$ cat src/rtl/nsh_pkg.sv
// Package with payload types, state codes and command structs for nearest_segment_hit.
package nsh_pkg;

   localparam int unsigned COORD_WIDTH = 16;
   localparam int unsigned DIFF_WIDTH = 17;
   localparam int unsigned CROSS_WIDTH = 35;
   localparam int unsigned DIST_WIDTH = 34;
   localparam int unsigned RATIO_BITS = 16;
   localparam logic KIND_RAY = 1'b0;
   localparam logic KIND_SEGMENT = 1'b1;

   typedef struct packed {
      logic kind;
      logic signed [COORD_WIDTH-1:0] first_x;
      logic signed [COORD_WIDTH-1:0] first_y;
      logic signed [COORD_WIDTH-1:0] second_x;
      logic signed [COORD_WIDTH-1:0] second_y;
      logic last;
   } req_type;

   typedef struct packed {
      logic hit;
      logic signed [COORD_WIDTH-1:0] hit_x;
      logic signed [COORD_WIDTH-1:0] hit_y;
   } rsp_type;

   typedef enum logic [6:0] {
      ST_IDLE  = 7'b0000001,
      ST_DIFF  = 7'b0000010,
      ST_CROSS = 7'b0000100,
      ST_CHECK = 7'b0001000,
      ST_DIV   = 7'b0010000,
      ST_POINT = 7'b0100000,
      ST_DIST  = 7'b1000000
   } state_type;

   typedef struct packed {
      logic load_ray;
      logic load_seg;
      logic do_diff;
      logic do_cross;
      logic do_check;
      logic div_step;
      logic do_point;
      logic do_dist;
   } cmd_type;

   typedef struct packed {
      logic candidate;
      logic div_done;
   } status_type;

endpackage

$ cat src/rtl/nsh_ctrl.sv
// Controller state machine that sequences one request through the datapath.
module nsh_ctrl (
   input  logic               clock,
   input  logic               reset,
   input  logic               req_valid,
   output logic               req_ready,
   input  nsh_pkg::req_type   req_data,
   output logic               rsp_valid,
   input  logic               rsp_ready,
   output nsh_pkg::cmd_type   cmd,
   input  nsh_pkg::status_type status
);

   nsh_pkg::state_type state_ff, state_in;
   logic last_ff, last_in;
   logic rsp_valid_ff, rsp_valid_in;
   logic accept;

   assign req_ready = (state_ff == nsh_pkg::ST_IDLE) && !rsp_valid_ff;
   assign accept = req_valid && req_ready;
   assign rsp_valid = rsp_valid_ff;

   always_comb begin
      state_in = state_ff;
      last_in = last_ff;
      rsp_valid_in = rsp_valid_ff && !rsp_ready;
      cmd = '0;
      unique case (state_ff)
         nsh_pkg::ST_IDLE: begin
            if (accept) begin
               if (req_data.kind == nsh_pkg::KIND_RAY) begin
                  cmd.load_ray = 1'b1;
               end else begin
                  cmd.load_seg = 1'b1;
                  last_in = req_data.last;
                  state_in = nsh_pkg::ST_DIFF;
               end
            end
         end
         nsh_pkg::ST_DIFF: begin
            cmd.do_diff = 1'b1;
            state_in = nsh_pkg::ST_CROSS;
         end
         nsh_pkg::ST_CROSS: begin
            cmd.do_cross = 1'b1;
            state_in = nsh_pkg::ST_CHECK;
         end
         nsh_pkg::ST_CHECK: begin
            cmd.do_check = 1'b1;
            if (status.candidate) begin
               state_in = nsh_pkg::ST_DIV;
            end else begin
               state_in = nsh_pkg::ST_IDLE;
               rsp_valid_in = last_ff;
            end
         end
         nsh_pkg::ST_DIV: begin
            cmd.div_step = 1'b1;
            if (status.div_done) begin
               state_in = nsh_pkg::ST_POINT;
            end
         end
         nsh_pkg::ST_POINT: begin
            cmd.do_point = 1'b1;
            state_in = nsh_pkg::ST_DIST;
         end
         nsh_pkg::ST_DIST: begin
            cmd.do_dist = 1'b1;
            state_in = nsh_pkg::ST_IDLE;
            rsp_valid_in = last_ff;
         end
         default: begin
            state_in = nsh_pkg::ST_IDLE;
         end
      endcase
   end

   always_ff @(posedge clock) begin
      if (reset) begin
         state_ff <= nsh_pkg::ST_IDLE;
         last_ff <= 1'b0;
         rsp_valid_ff <= 1'b0;
      end else begin
         state_ff <= state_in;
         last_ff <= last_in;
         rsp_valid_ff <= rsp_valid_in;
      end
   end

endmodule

$ cat config.mk
export PLATFORM = sky130hd
export DESIGN_NAME = nsh_ctrl
export DESIGN_NICKNAME = d
export VERILOG_FILES = /design/src/rtl/nsh_pkg.sv /design/src/rtl/nsh_ctrl.sv
export SDC_FILE = /design/constraint.sdc
export NUM_CORES = 1
export LEC_CHECK = 0
export BUFFER_PORTS_ARGS = -buffer_cell sky130_fd_sc_hd__buf_2
export CORE_ASPECT_RATIO = 0.7
export CORE_MARGIN = 2
export CORE_UTILIZATION = 28
export CTS_CLUSTER_SIZE = 28
export DETAILED_ROUTE_END_ITERATION = 16
export PLACE_DENSITY = 0.83
export SLEW_MARGIN = 20
export SYNTH_ARGS = -nofsm -noshare
export SYNTH_HDL_FRONTEND = slang
export SYNTH_SLANG_ARGS = --single-unit
$ cat constraint.sdc
create_clock -name clock -period 1.7 [get_ports clock]
set_clock_uncertainty 0.05 [all_clocks]
set_input_delay 0.34 -clock clock [delete_from_list [all_inputs] [get_ports clock]]
set_output_delay 0.34 -clock clock [all_outputs]
set_load 0.01 [all_outputs]
== Yosys cells after proc, flatten, opt, wreduce, memory -nomap -nowiden ==
Cells that the tools add are included.

* Register bits after elaboration: 9

* Equality and inequality tests: 10
* Mux-type cells: 17
* Reduce and logical (&&, ||, !) cells: 7

{| class="wikitable"
|+ Operators with widths
! operator !! count
|-
| one-hot mux 7 bit (6 select lines) || 1
|-
| 2-to-1 mux 7 bit || 3
|-
| 2-to-1 mux 1 bit || 9
|-
| equality test 7 x 1 -> 1 bit, second input constant || 1
|-
| equality test 7 x 2 -> 1 bit, second input constant || 1
|-
| equality test 7 x 3 -> 1 bit, second input constant || 1
|-
| equality test 7 x 4 -> 1 bit, second input constant || 1
|-
| equality test 7 x 5 -> 1 bit, second input constant || 1
|-
| equality test 7 x 6 -> 1 bit, second input constant || 1
|-
| equality test 7 bit, second input constant || 1
|-
| inequality test 2 bit, second input constant || 3
|-
| AND reduction 3 bit || 2
|-
| 2-to-1 mux 5 bit || 1
|-
| 2-to-1 mux 2 bit || 2
|-
| logical AND 1 bit || 3
|-
| zero test 1 bit || 2
|-
| one-hot mux 1 bit (2 select lines) || 1
|}

== Longest topological paths before layout ==
* Word-level depth: 5
* Depth in mapped cells: 5
* Gate-level depth less buffers: 4

== Worst setup path before layout ==
No wires, ideal clock.

* Path kind: register to output
* Start: register state_ff[6]
* End: output cmd[7] (netlist bit)
* Arrival: 1.271 ns
* Data required time: 1.310 ns
* Path slack: 0.039 ns
* Stages on the path, launching flop included: 4
* Path buffers: 0
* Cell sequence: dfxtp_1 nor4_4 nand3_2 nor4b_1

{| class="wikitable"
|+ RTL lines
! what !! RTL line !! text
|-
| start, declared || nsh_ctrl.sv:14 || <nowiki>nsh_pkg::state_type state_ff, state_in;</nowiki>
|-
| start signal, assigned || nsh_ctrl.sv:80 || <nowiki>state_ff <= nsh_pkg::ST_IDLE;</nowiki>
|-
| start signal, assigned || nsh_ctrl.sv:84 || <nowiki>state_ff <= state_in;</nowiki>
|-
| end, declared || nsh_ctrl.sv:10 || <nowiki>output nsh_pkg::cmd_type cmd,</nowiki>
|}

==> impl_metrics.csv <==
group,metric,value,unit
layout,final_common_cell,"buf_2",
worst_setup_path,path_class,"reg2out",
layout,drive_above_1_share,51.6,%
floorplanning,fp.dieW,56.2,um
floorplanning,core_area,1820,um^2
layout,nets,164,
power_and_ir_drop,p_leak,0.384,nW
grt,track_usage,13.8,%
placed_design,io_buffers,17,
grt,grt_start_max_net_pins,10,
floorplanning,initial_core_util,29.3,%
layout,n_antenna_cell,0,
timing,period_share,109,%
route,ant_nets,0,
synthesis,ys.warnings.count,0,
floorplanning,dieArea,2270,um^2
synthesis,synth_area_leaders,"dfxtp_1 34%, nor2_1 5.6%, nor4_4 4.0%",
route,first_pass_iters,4,
synthesis,ys_seq_area_share,33.8,%
synthesis,syn_inst,64,
floorplanning,num_rows,13,
run_status,status,"finished, violations left",
clock_network,cts.sinks,9,
timing,hold_viol_final,0,
synthesis,synth_area_leader_cell,"dfxtp_1",
floorplanning,io_pins,82,
route,wl_per_cell,14.0,um
run_status,violations,"setup timing",
worst_setup_path,crit_arrival,1.47,ns
grt,grt_pass1_vias,468,
clock_network,tritoncts,"built",
job,cap_violations,0,
timing,final-setup-viol-count,7,
synthesis,syn-cell-area,533,um^2
timing,rsz0062_at_grt,"true",
route,viasPerCell,5.09,
clock_network,clk_path_buf_depth,2,
worst_setup_path,path_max_fanout,2,
power_and_ir_drop,powerDensity,843,nW/um^2
route,vias,575,
timing,fmax,538,MHz
placed_design,dp_cells,104,
synthesis,synth-seq-cells,9,
clock_network,clkTransAtPathRegs,0.06,ns
power_and_ir_drop,ir_worst_vdd,0.000417,V
grt,antenna_found_initial,0,
timing,setup_slack,-0.158,ns
timing,worst_pin_slew,0.426,ns
worst_setup_path,worst_setup_path_start_kind,"register",
synthesis,synth_cell_types,35,
layout,layout_common_cells,"16 x buf_2, 9 x buf_4, 6 x nor2_1, 5 x inv_1",
synthesis,syn-num-nets,136,
synthesis,avgSynthCellArea,8.33,um^2
timing,max_slew_margin,71.2,%
route,drtIter0Drc,11,
hold_path,min_path_type,"in2reg",
clock_network,cts_max_level,1,
worst_setup_path,worst_setup_path_end_kind,"output port",
clock_network,cts-root-buf,"clkbuf_4",
layout,syn2layout_area_growth,46.0,%
grt,grt_pass1_wl,2.24,mm
grt,overflow,0,
placed_design,place_congestion,0.747,
clock_network,insertion_delay,0.27,ns
route,drc,0,
synthesis,synth_top_area_share,33.8,%
timing,min_period,1.86,ns
timing,drv_slew,0,
clock_network,cts_made_buffers,3,
layout,instances_no_fill,113,
floorplanning,die_h,40.5,um
timing,fin_setup_tns,-0.498,ns
power_and_ir_drop,power.total,0.656,mW
placed_design,dpl.hpwl,1.05,mm
route,wirelength,1.58,mm
clock_network,cts_hold_buf,0,
worst_setup_path,critPathRequiredTime,1.31,ns
-- kinds of logic after synthesis --
kind of cell,after synthesis,share of synthesized area (%)
and+or+nand+nor,32,39.7
AOI/OAI and AO/OA,13,15.7
DFF,9,33.8
buffers and inverters,8,7.28
xor gates and xnor gates,1,1.64
muxes,1,1.88
-- stage by stage --
step / hold slack, ns / utilization [%] / area, um^2 / setup WS [ns]
finish: 0.247 / 42.7 / 778 / -0.158
global route: 0.236 / 42.7 / 778 / -0.205
CTS: 0.238 / 40.1 / 731 / -0.120
detailed placement: 0.424 / 36.0 / 656 / 0.0550
global placement: 0.416 / 36.0 / 656 / 0.137
floorplan: 0.359 / - / 533 / 0.0393
-- cell usage after synthesis, drive strengths merged --
cell type / count
dfxtp: 9
nor2: 9
inv: 5
a21oi: 4
buf: 3
nand3: 3
nor3: 3
o21ai: 3
and3: 2
and4b: 2
nand2: 2
nor4: 2
o211ai: 2
a31oi: 1
a41oi: 1
and2: 1
and2b: 1
mux2i: 1
nand2b: 1
nand3b: 1
nand4b: 1
nor2b: 1
nor3b: 1
nor4b: 1
o211a: 1
o2bb2ai: 1
or3: 1
xor2: 1
-- path summary, 6_finish.rpt --
path / start / to / slack [ns] / depth (start not counted)
worst max-delay path: state_ff[3]$_SDFFE_PP0P_ / cmd[7] / -0.16 / 4
worst min register to register: last_ff$_SDFFE_PP0P_ / last_ff$_SDFFE_PP0P_ / 0.45 / 2
worst max register to register: state_ff[5]$_SDFFE_PP0P_ / state_ff[3]$_SDFFE_PP0P_ / 0.07 / 6
worst min-delay path: reset / state_ff[2]$_SDFFE_PP0P_ / 0.25 / 2
-- state kept, by name (all words and copies together) (netlist names) --
name	flops
last_ff	1
state_ff	7
rsp_valid	1
-- critical path, stage by stage (launching register included) --
cell     delay, ns
dfxtp_2       0.34
nor4_4        0.32
nand3_2       0.13
nor4b_2       0.23
buf_2         0.18
-- metal layers --
| layer | vias up | share of wire [%] | global-route usage (%) |
|---|---|---|---|
| met3 | 4 | 4.6 | 5.16 |
| met5 | - | 0 | 0 |
| met1 | 270 | 43 | 16.5 |
| met4 | 0 | 1.8 | 5.36 |
| li1 | 284 | - | - |
| met2 | 17 | 51 | 23.5 |
-- where the power goes --
group	total [mW]	internal (mW)	switching [mW]
logic	0.206	0.0940	0.112
registers	0.275	0.237	0.0387
clock network	0.174	0.0909	0.0834
total	0.656	0.422	0.234
-- area by class of cell --
type	count	area (um^2)
inverters	5	18.8
flip-flops and latches	9	193
repair buffers	26	159
fillers	183	1040
clock buffers	4	26.3
multi-input cells	47	354
well taps	22	27.5
-- repair_timing --
item / in CTS / in global routing
pin swaps: 2 / 4
endpoints found under the setup margin: 8 / 10
gates resized for setup: 10 / 8
setup buffers: 2 / 3
endpoints found under the hold margin: 0 / 0
Power figures use the tool's default switching activity.
